**src/sv/act_pkg.sv**
```systemverilog
package act_pkg;

   localparam int MAX_ENTRIES    = 32;
   localparam int SIGNATURE_BITS = 64;
   localparam int MASK_W         = 64;
   localparam int ENTRY_W        = 5;
   localparam int DEP_W          = 32;
   localparam int IDX_W          = $clog2(MAX_ENTRIES);
   localparam int CNT_W          = $clog2(MAX_ENTRIES + 1);
   localparam int QUEUE_DEPTH    = 2;
   localparam int QPTR_W         = $clog2(QUEUE_DEPTH);
   localparam int QCNT_W         = $clog2(QUEUE_DEPTH + 1);

   typedef enum logic {
      OP_ADD   = 1'b0,
      OP_CLEAR = 1'b1
   } op_type;

   typedef enum logic [2:0] {
      ST_IDLE,
      ST_SCAN,
      ST_DRAIN,
      ST_WRITE,
      ST_EMIT
   } state_type;

   typedef struct packed {
      op_type                    op;
      logic [SIGNATURE_BITS-1:0] rd;
      logic [SIGNATURE_BITS-1:0] wr;
   } cmd_type;

   typedef struct packed {
      logic [ENTRY_W-1:0] entry_index;
      logic [DEP_W-1:0]   dependency_vector;
      logic               accepted;
   } rsp_type;

endpackage

```
**src/sv/act_front.sv**
```systemverilog
module act_front
   import act_pkg::*;
(
   input  logic                clock,
   input  logic                reset,
   input  logic                req_push,
   output logic                req_full,
   input  logic                req_cmd,
   input  logic [MASK_W-1:0]   req_read_mask,
   input  logic [MASK_W-1:0]   req_write_mask,
   output logic                cmd_valid,
   input  logic                cmd_pop,
   output cmd_type             cmd
);

   cmd_type             queue_ff [QUEUE_DEPTH];
   logic [QPTR_W-1:0]   wr_ptr_ff, wr_ptr_in;
   logic [QPTR_W-1:0]   rd_ptr_ff, rd_ptr_in;
   logic [QCNT_W-1:0]   count_ff, count_in;
   logic                push_ok;
   logic                pop_ok;
   cmd_type             new_cmd;

   always_comb begin
      new_cmd.op = req_cmd ? OP_CLEAR : OP_ADD;
      new_cmd.rd = req_read_mask[SIGNATURE_BITS-1:0];
      new_cmd.wr = req_write_mask[SIGNATURE_BITS-1:0];
   end

   assign req_full  = (count_ff == QCNT_W'(QUEUE_DEPTH));
   assign cmd_valid = (count_ff != '0);
   assign cmd       = queue_ff[rd_ptr_ff];
   assign push_ok   = req_push && !req_full;
   assign pop_ok    = cmd_pop && cmd_valid;

   always_comb begin
      wr_ptr_in = wr_ptr_ff;
      rd_ptr_in = rd_ptr_ff;
      count_in  = count_ff;
      if (push_ok) begin
         wr_ptr_in = (wr_ptr_ff == QPTR_W'(QUEUE_DEPTH - 1)) ? '0 : wr_ptr_ff + 1'b1;
      end
      if (pop_ok) begin
         rd_ptr_in = (rd_ptr_ff == QPTR_W'(QUEUE_DEPTH - 1)) ? '0 : rd_ptr_ff + 1'b1;
      end
      if (push_ok && !pop_ok) begin
         count_in = count_ff + 1'b1;
      end else if (!push_ok && pop_ok) begin
         count_in = count_ff - 1'b1;
      end
   end

   always_ff @(posedge clock) begin
      if (reset) begin
         wr_ptr_ff <= '0;
         rd_ptr_ff <= '0;
         count_ff  <= '0;
      end else begin
         wr_ptr_ff <= wr_ptr_in;
         rd_ptr_ff <= rd_ptr_in;
         count_ff  <= count_in;
      end
   end

   always_ff @(posedge clock) begin
      if (push_ok) begin
         queue_ff[wr_ptr_ff] <= new_cmd;
      end
   end

endmodule

```
**src/sv/act_back.sv**
```systemverilog
module act_back
   import act_pkg::*;
(
   input  logic    clock,
   input  logic    reset,
   input  logic    cmd_valid,
   output logic    cmd_pop,
   input  cmd_type cmd,
   output logic    rsp_valid,
   input  logic    rsp_pop,
   output rsp_type rsp
);

   logic [SIGNATURE_BITS-1:0] read_mem  [MAX_ENTRIES];
   logic [SIGNATURE_BITS-1:0] write_mem [MAX_ENTRIES];
   logic [SIGNATURE_BITS-1:0] st_rd_ff;
   logic [SIGNATURE_BITS-1:0] st_wr_ff;

   state_type                 state_ff, state_in;
   logic [CNT_W-1:0]          count_ff, count_in;
   logic [IDX_W-1:0]          idx_ff, idx_in;
   logic [IDX_W-1:0]          cmp_idx_ff;
   logic                      cmp_valid_ff, cmp_valid_in;
   logic [SIGNATURE_BITS-1:0] rd_ff, rd_in;
   logic [SIGNATURE_BITS-1:0] wr_ff, wr_in;
   logic [DEP_W-1:0]          dep_ff, dep_in;
   rsp_type                   res_ff, res_in;
   logic                      rsp_valid_ff, rsp_valid_in;
   rsp_type                   rsp_ff, rsp_in;
   logic                      mem_we;
   logic                      conflict;
   logic                      last_idx;

   assign conflict = |((st_wr_ff & wr_ff) | (st_wr_ff & rd_ff) | (st_rd_ff & wr_ff));
   assign last_idx = (CNT_W'(idx_ff) + CNT_W'(1)) == count_ff;

   assign rsp_valid = rsp_valid_ff;
   assign rsp       = rsp_ff;

   always_comb begin
      state_in     = state_ff;
      count_in     = count_ff;
      idx_in       = idx_ff;
      cmp_valid_in = 1'b0;
      rd_in        = rd_ff;
      wr_in        = wr_ff;
      dep_in       = dep_ff;
      res_in       = res_ff;
      rsp_valid_in = rsp_valid_ff && !rsp_pop;
      rsp_in       = rsp_ff;
      cmd_pop      = 1'b0;
      mem_we       = 1'b0;

      if (cmp_valid_ff && conflict) begin
         dep_in = dep_ff | (DEP_W'(1) << cmp_idx_ff);
      end

      case (state_ff)
         ST_IDLE: begin
            if (cmd_valid) begin
               cmd_pop = 1'b1;
               rd_in   = cmd.rd;
               wr_in   = cmd.wr;
               dep_in  = '0;
               idx_in  = '0;
               if (cmd.op == OP_CLEAR) begin
                  count_in = '0;
                  res_in   = '{entry_index: '0, dependency_vector: '0, accepted: 1'b1};
                  state_in = ST_EMIT;
               end else if (count_ff == CNT_W'(MAX_ENTRIES)) begin
                  res_in   = '{entry_index: '0, dependency_vector: '0, accepted: 1'b0};
                  state_in = ST_EMIT;
               end else if (count_ff == '0) begin
                  state_in = ST_WRITE;
               end else begin
                  state_in = ST_SCAN;
               end
            end
         end
         ST_SCAN: begin
            cmp_valid_in = 1'b1;
            if (last_idx) begin
               state_in = ST_DRAIN;
            end else begin
               idx_in = idx_ff + 1'b1;
            end
         end
         ST_DRAIN: begin
            state_in = ST_WRITE;
         end
         ST_WRITE: begin
            mem_we   = 1'b1;
            count_in = count_ff + 1'b1;
            res_in   = '{entry_index:       ENTRY_W'(count_ff),
                         dependency_vector: dep_ff,
                         accepted:          1'b1};
            state_in = ST_EMIT;
         end
         ST_EMIT: begin
            if (!rsp_valid_ff || rsp_pop) begin
               rsp_in       = res_ff;
               rsp_valid_in = 1'b1;
               state_in     = ST_IDLE;
            end
         end
         default: begin
            state_in = ST_IDLE;
         end
      endcase
   end

   always_ff @(posedge clock) begin
      if (reset) begin
         state_ff     <= ST_IDLE;
         count_ff     <= '0;
         cmp_valid_ff <= 1'b0;
         rsp_valid_ff <= 1'b0;
      end else begin
         state_ff     <= state_in;
         count_ff     <= count_in;
         cmp_valid_ff <= cmp_valid_in;
         rsp_valid_ff <= rsp_valid_in;
      end
   end

   always_ff @(posedge clock) begin
      idx_ff     <= idx_in;
      cmp_idx_ff <= idx_ff;
      rd_ff      <= rd_in;
      wr_ff      <= wr_in;
      dep_ff     <= dep_in;
      res_ff     <= res_in;
      rsp_ff     <= rsp_in;
   end

   always_ff @(posedge clock) begin
      if (mem_we) begin
         read_mem[count_ff[IDX_W-1:0]]  <= rd_ff;
         write_mem[count_ff[IDX_W-1:0]] <= wr_ff;
      end
      st_rd_ff <= read_mem[idx_ff];
      st_wr_ff <= write_mem[idx_ff];
   end

endmodule

```
**src/sv/access_conflict_dependency_tracker_top.sv**
```systemverilog
// Read/write hazard tracker. Each add transaction stores a read mask and a
// write mask in the next free slot and returns a vector with one bit for every
// earlier slot whose accesses conflict with it (write/write, write/read or
// read/write). A clear transaction empties the table. An add to a full table
// is refused with accepted low.
// Requests enter through a queue interface (req_push, req_full) into a
// two-deep command queue; results leave through a queue interface (rsp_empty,
// rsp_pop) from a one-deep result register.
// An add walks the stored entries in the execution engine at one slot per
// cycle, then drains the compare pipeline, writes the new entry to the next
// free slot and emits the result; the walk is skipped when the table is empty.
// A clear or a refused add goes straight to emit. The result is registered
// onto the result ports, where it waits until the receiver pops it.
// Reset empties the table and both queues. While the receiver does not pop,
// the engine holds its next result and stops, and the command queue accepts
// up to two more transactions before req_full rises.
module access_conflict_dependency_tracker_top
   import act_pkg::*;
(
   input  logic                clock,
   input  logic                reset,
   input  logic                req_push,
   output logic                req_full,
   input  logic                req_cmd,
   input  logic [MASK_W-1:0]   req_read_mask,
   input  logic [MASK_W-1:0]   req_write_mask,
   output logic                rsp_empty,
   input  logic                rsp_pop,
   output logic [ENTRY_W-1:0]  rsp_entry_index,
   output logic [DEP_W-1:0]    rsp_dependency_vector,
   output logic                rsp_accepted
);

   logic    cmd_valid;
   logic    cmd_pop;
   cmd_type cmd;
   logic    rsp_valid;
   rsp_type rsp;

   act_front u_front (
      .clock          (clock),
      .reset          (reset),
      .req_push       (req_push),
      .req_full       (req_full),
      .req_cmd        (req_cmd),
      .req_read_mask  (req_read_mask),
      .req_write_mask (req_write_mask),
      .cmd_valid      (cmd_valid),
      .cmd_pop        (cmd_pop),
      .cmd            (cmd)
   );

   act_back u_back (
      .clock     (clock),
      .reset     (reset),
      .cmd_valid (cmd_valid),
      .cmd_pop   (cmd_pop),
      .cmd       (cmd),
      .rsp_valid (rsp_valid),
      .rsp_pop   (rsp_pop),
      .rsp       (rsp)
   );

   assign rsp_empty             = !rsp_valid;
   assign rsp_entry_index       = rsp.entry_index;
   assign rsp_dependency_vector = rsp.dependency_vector;
   assign rsp_accepted          = rsp.accepted;

endmodule
```
**config.mk**
```make
export PLATFORM = sky130hd
export DESIGN_NAME = access_conflict_dependency_tracker_top
export DESIGN_NICKNAME = d
export VERILOG_FILES = /design/src/sv/act_pkg.sv /design/src/sv/act_front.sv /design/src/sv/act_back.sv /design/src/sv/access_conflict_dependency_tracker_top.sv
export SDC_FILE = /design/constraint.sdc
export NUM_CORES = 2
export LEC_CHECK = 0
export BUFFER_PORTS_ARGS = -buffer_cell sky130_fd_sc_hd__buf_4
export CAP_MARGIN = 25
export CORE_MARGIN = 10
export CORE_UTILIZATION = 55
export CTS_CLUSTER_SIZE = 24
export DETAILED_ROUTE_END_ITERATION = 12
export PLACE_DENSITY = 0.72
export SETUP_SLACK_MARGIN = 0.2
export SYNTH_ARGS = -nofsm -noshare
export SYNTH_HDL_FRONTEND = slang
export SYNTH_MEMORY_MAX_BITS = 65536
export SYNTH_SLANG_ARGS = --single-unit
```
**constraint.sdc**
```tcl
create_clock -name clock -period 10.8 [get_ports clock]
set_input_delay 0.54 -clock clock [delete_from_list [all_inputs] [get_ports clock]]
set_output_delay 0.54 -clock clock [all_outputs]
set_load 0.005 [all_outputs]
```
==> results.py <==
metrics = {
    "sta": {
        "timing.fmax_mhz": 208.9,
        "setup_tns_ns": 0,
        "min_period_ns": 4.787,
        "fin_crit_sh_pct": 44.33,
        "slew_headroom_pct": 23.30,
        "fin_ws_ns": 6.013,
        "rsz0062_at_grt": "false",
        "whs_ns": 0.2787,
        "tightest_slew_ns": 1.151,
        "maxSlewViolCount": 0,
        "finalSetupViolations": 0,
        "finalHoldViolCount": 0,
        "clock_skew_ns": 0.05214,
    },
    "pwr": {
        "max-vdd-ir-drop_mv": 0.2543,
        "power.leakage_nw": 62.39,
        "powerDensity_nw_per_um2": 270.5,
    },
    "detailed_routing": {
        "initialDrtViolationCount": 13990,
        "avgViaCountPerCell": 6.810,
        "wl_mm": 449.9,
        "vias": 83400,
        "wire_per_inst_microns": 36.74,
        "drc_errors": 0,
        "firstDrtPassIters": 6,
        "ant_nets": 0,
    },
    "logic_synthesis": {
        "synth_most_common_cell": "edfxtp_1",
        "syn-cell-area_sq_um": 176100,
        "synth_common_cells": "edfxtp_1, mux4_2, mux2_2, clkbuf_1, dfxtp_1",
        "postSynthAreaPerCell_sq_um": 25.14,
        "async_flop_share_pct": 0,
        "seq_area_frac_synth_pct": 79.86,
        "synth_top_cell_by_area": "edfxtp_1",
        "synth_cell_type_count": 44,
        "synth_top_area_share_pct": 77.80,
        "synthesis.nets": 7143,
        "synth_enable_flop_cells": 4563,
        "synthTopCellsByArea": "edfxtp_1, mux4_2, dfxtp_1",
        "yosysWarnings": 0,
        "synth_flop_cell": "edfxtp_1",
        "syn_inst": 7004,
        "ys_ff_latch": 4744,
    },
    "setup_path": {
        "cp.required_ns": 11.39,
        "worst_setup_path_start_kind": "flip-flop",
        "cp-end-kind": "flip-flop",
        "arrival_ns": 5.38,
        "crit_type": "reg -> reg",
        "path_max_fanout": 41,
    },
    "cts": {
        "cts_root_buf": "clkbuf_16",
        "cts.sinks": 4744,
        "clk_pin_slew_ns": 0.06,
        "clock_path_buffers": 4,
        "clk_latency_ns": 1.00,
        "htree_levels": 5,
        "cts_resized": 0,
        "cts_setup_buffers": 0,
        "cts_buffers": 443,
        "cts_tree": "built",
    },
    "job": {
        "drv_cap": 0,
    },
    "placement": {
        "place_ws_ns": 5.888,
        "finalWeightedCongestion": 0.7843,
        "place_hpwl_mm": 221.4,
        "portBuffers": 172,
        "dpl_cell_area_sq_um": 184000,
    },
    "final_layout": {
        "drive_above_1_share_pct": 33.12,
        "area_delta_synth_final_pct": 13.69,
        "register_area_sq_um": 140600,
        "finish.utilization_pct": 62.90,
        "design_area_sq_um": 200200,
        "fillers": 20090,
        "multi_input_area_sq_um": 34270,
        "nNetsFinal": 7816,
    },
    "die": {
        "ios": 173,
        "core_area_sq_um": 318300,
        "die_y_microns": 585.9,
        "die_x_microns": 585.9,
        "fp-row-count": 207,
        "die_area_sq_um": 343200,
        "initial_core_util_pct": 55.33,
    },
    "global_route": {
        "grt_pass1_vias": 83190,
        "grt_max_degree": 133,
        "grt_usage_pct": 26.04,
        "grt_antenna_before_repair": 45,
        "grt_pass1_wl_mm": 635.5,
        "gr-total-overflow": 0,
    },
    "status": {
        "status": "completed",
    },
    "min_path": {
        "hold_class": "in -> reg",
    },
}
report_power, final:
part	leakage (nW)	internal, mW	total [mW]	switching (mW)
combinational	12.5	6.03	14.4	8.32
sequential	42.7	23.4	24.1	0.653
clock	7.19	9.01	15.7	6.73
per-layer routing:
metal	track usage [%]	share of wire [%]	routed length, microns
met5	0	0.013	57
met3	5.648	13	58440
met1	38.07	36	163600
met4	6.798	2.9	13140
met2	40.78	48	214700
cell families after synthesis:
group,after synthesis,synth area share [%]
compound gates,145,0.5563
xor+xnor,17,0.08455
fa+ha+maj,6,0.04263
buf+inv,345,0.8334
flops,4744,79.86
mux,1539,18.02
simple gates,208,0.5975
registers in the layout (all words and copies together), names as in the netlist, 2 cells and up, named ones only:
| signal | count |
|---|---|
| u_back.res_ff | 38 |
| u_back.count_ff | 6 |
| u_back.read_mem | 2048 |
| u_back.idx_ff | 5 |
| u_back.st_wr_ff | 64 |
| u_back.write_mem | 2048 |
| u_back.rd_ff | 64 |
| u_front.queue_ff | 258 |
| u_back.dep_ff | 32 |
| u_back.rsp | 38 |
| u_back.st_rd_ff | 64 |
| u_back.cmp_idx_ff | 5 |
| u_back.wr_ff | 64 |
| u_back.state_ff | 3 |
| u_front.count_ff | 2 |
final cells by class:
class | instances | area share, %
sequential | 4744 | 70.25
multi-input combinational | 1915 | 17.11
clock buffer | 588 | 6.033
timing repair buffer | 567 | 2.645
tap | 4180 | 2.612
clock inverter | 241 | 1.326
inverter | 6 | 0.01500
antenna | 6 | 0.007499
metrics by stage:
stage	cells	power, mW
floorplan	7004	33.39
detailed placement	11270	38.57
CTS	12240	54.26
global placement	11260	38.18
global route	12240	55.78
finish	12250	54.16
worst max-delay path, cell delays in order (launching register included):
cell and delay, ns:
dfxtp_1 0.42, nor2b_1 0.20, buf_4 0.32, and2_1 0.30
nand2_1 0.48, nor2_4 0.98, buf_4 0.92, buf_4 0.71
timing repair:
action	in CTS	in global routing
endpoints found under the hold margin	274	0
hold buffers	132	0
setup endpoints to repair	0	0
placed cells by master (no fill, tap or decap), drive strengths merged, types with 2 or more instances in the layout:
master,netlist,routed
ha,6,6
or3b,4,4
a22o,10,10
dlygate4sd3,0,132
inv,5,14
mux4,1280,1280
nand2,46,46
bufinv,0,47
a22oi,12,12
edfxtp,4563,4563
clkbuf,194,588
a221oi,10,10
nand3,7,7
o41ai,33,33
diode,0,6
a31oi,2,2
mux2,258,258
or3,4,4
clkinvlp,0,14
clkinv,1,172
a21oi,7,7
nand3b,9,9
dfxtp,181,181
and3,39,39
buf,145,435
xnor2,8,8
nor4,5,5
nor2,63,63
and4,2,2
nand4,23,23
o21ai,66,66
xor2,9,9
final timing paths:
path | end | slack, ns | startpoint | cells past startpoint
max | u_back.read_mem[31][49] | 6.01 | u_back.state_ff[1] | 7
min | u_front.queue_ff[1][76] | 0.28 | req_read_mask[12] | 2
max reg2reg | u_back.read_mem[31][49] | 6.01 | u_back.state_ff[1] | 7
min reg2reg | u_back.rsp[7] | 0.42 | u_back.res_ff[7] | 0
No activity file was read; power rests on OpenSTA's default activity.
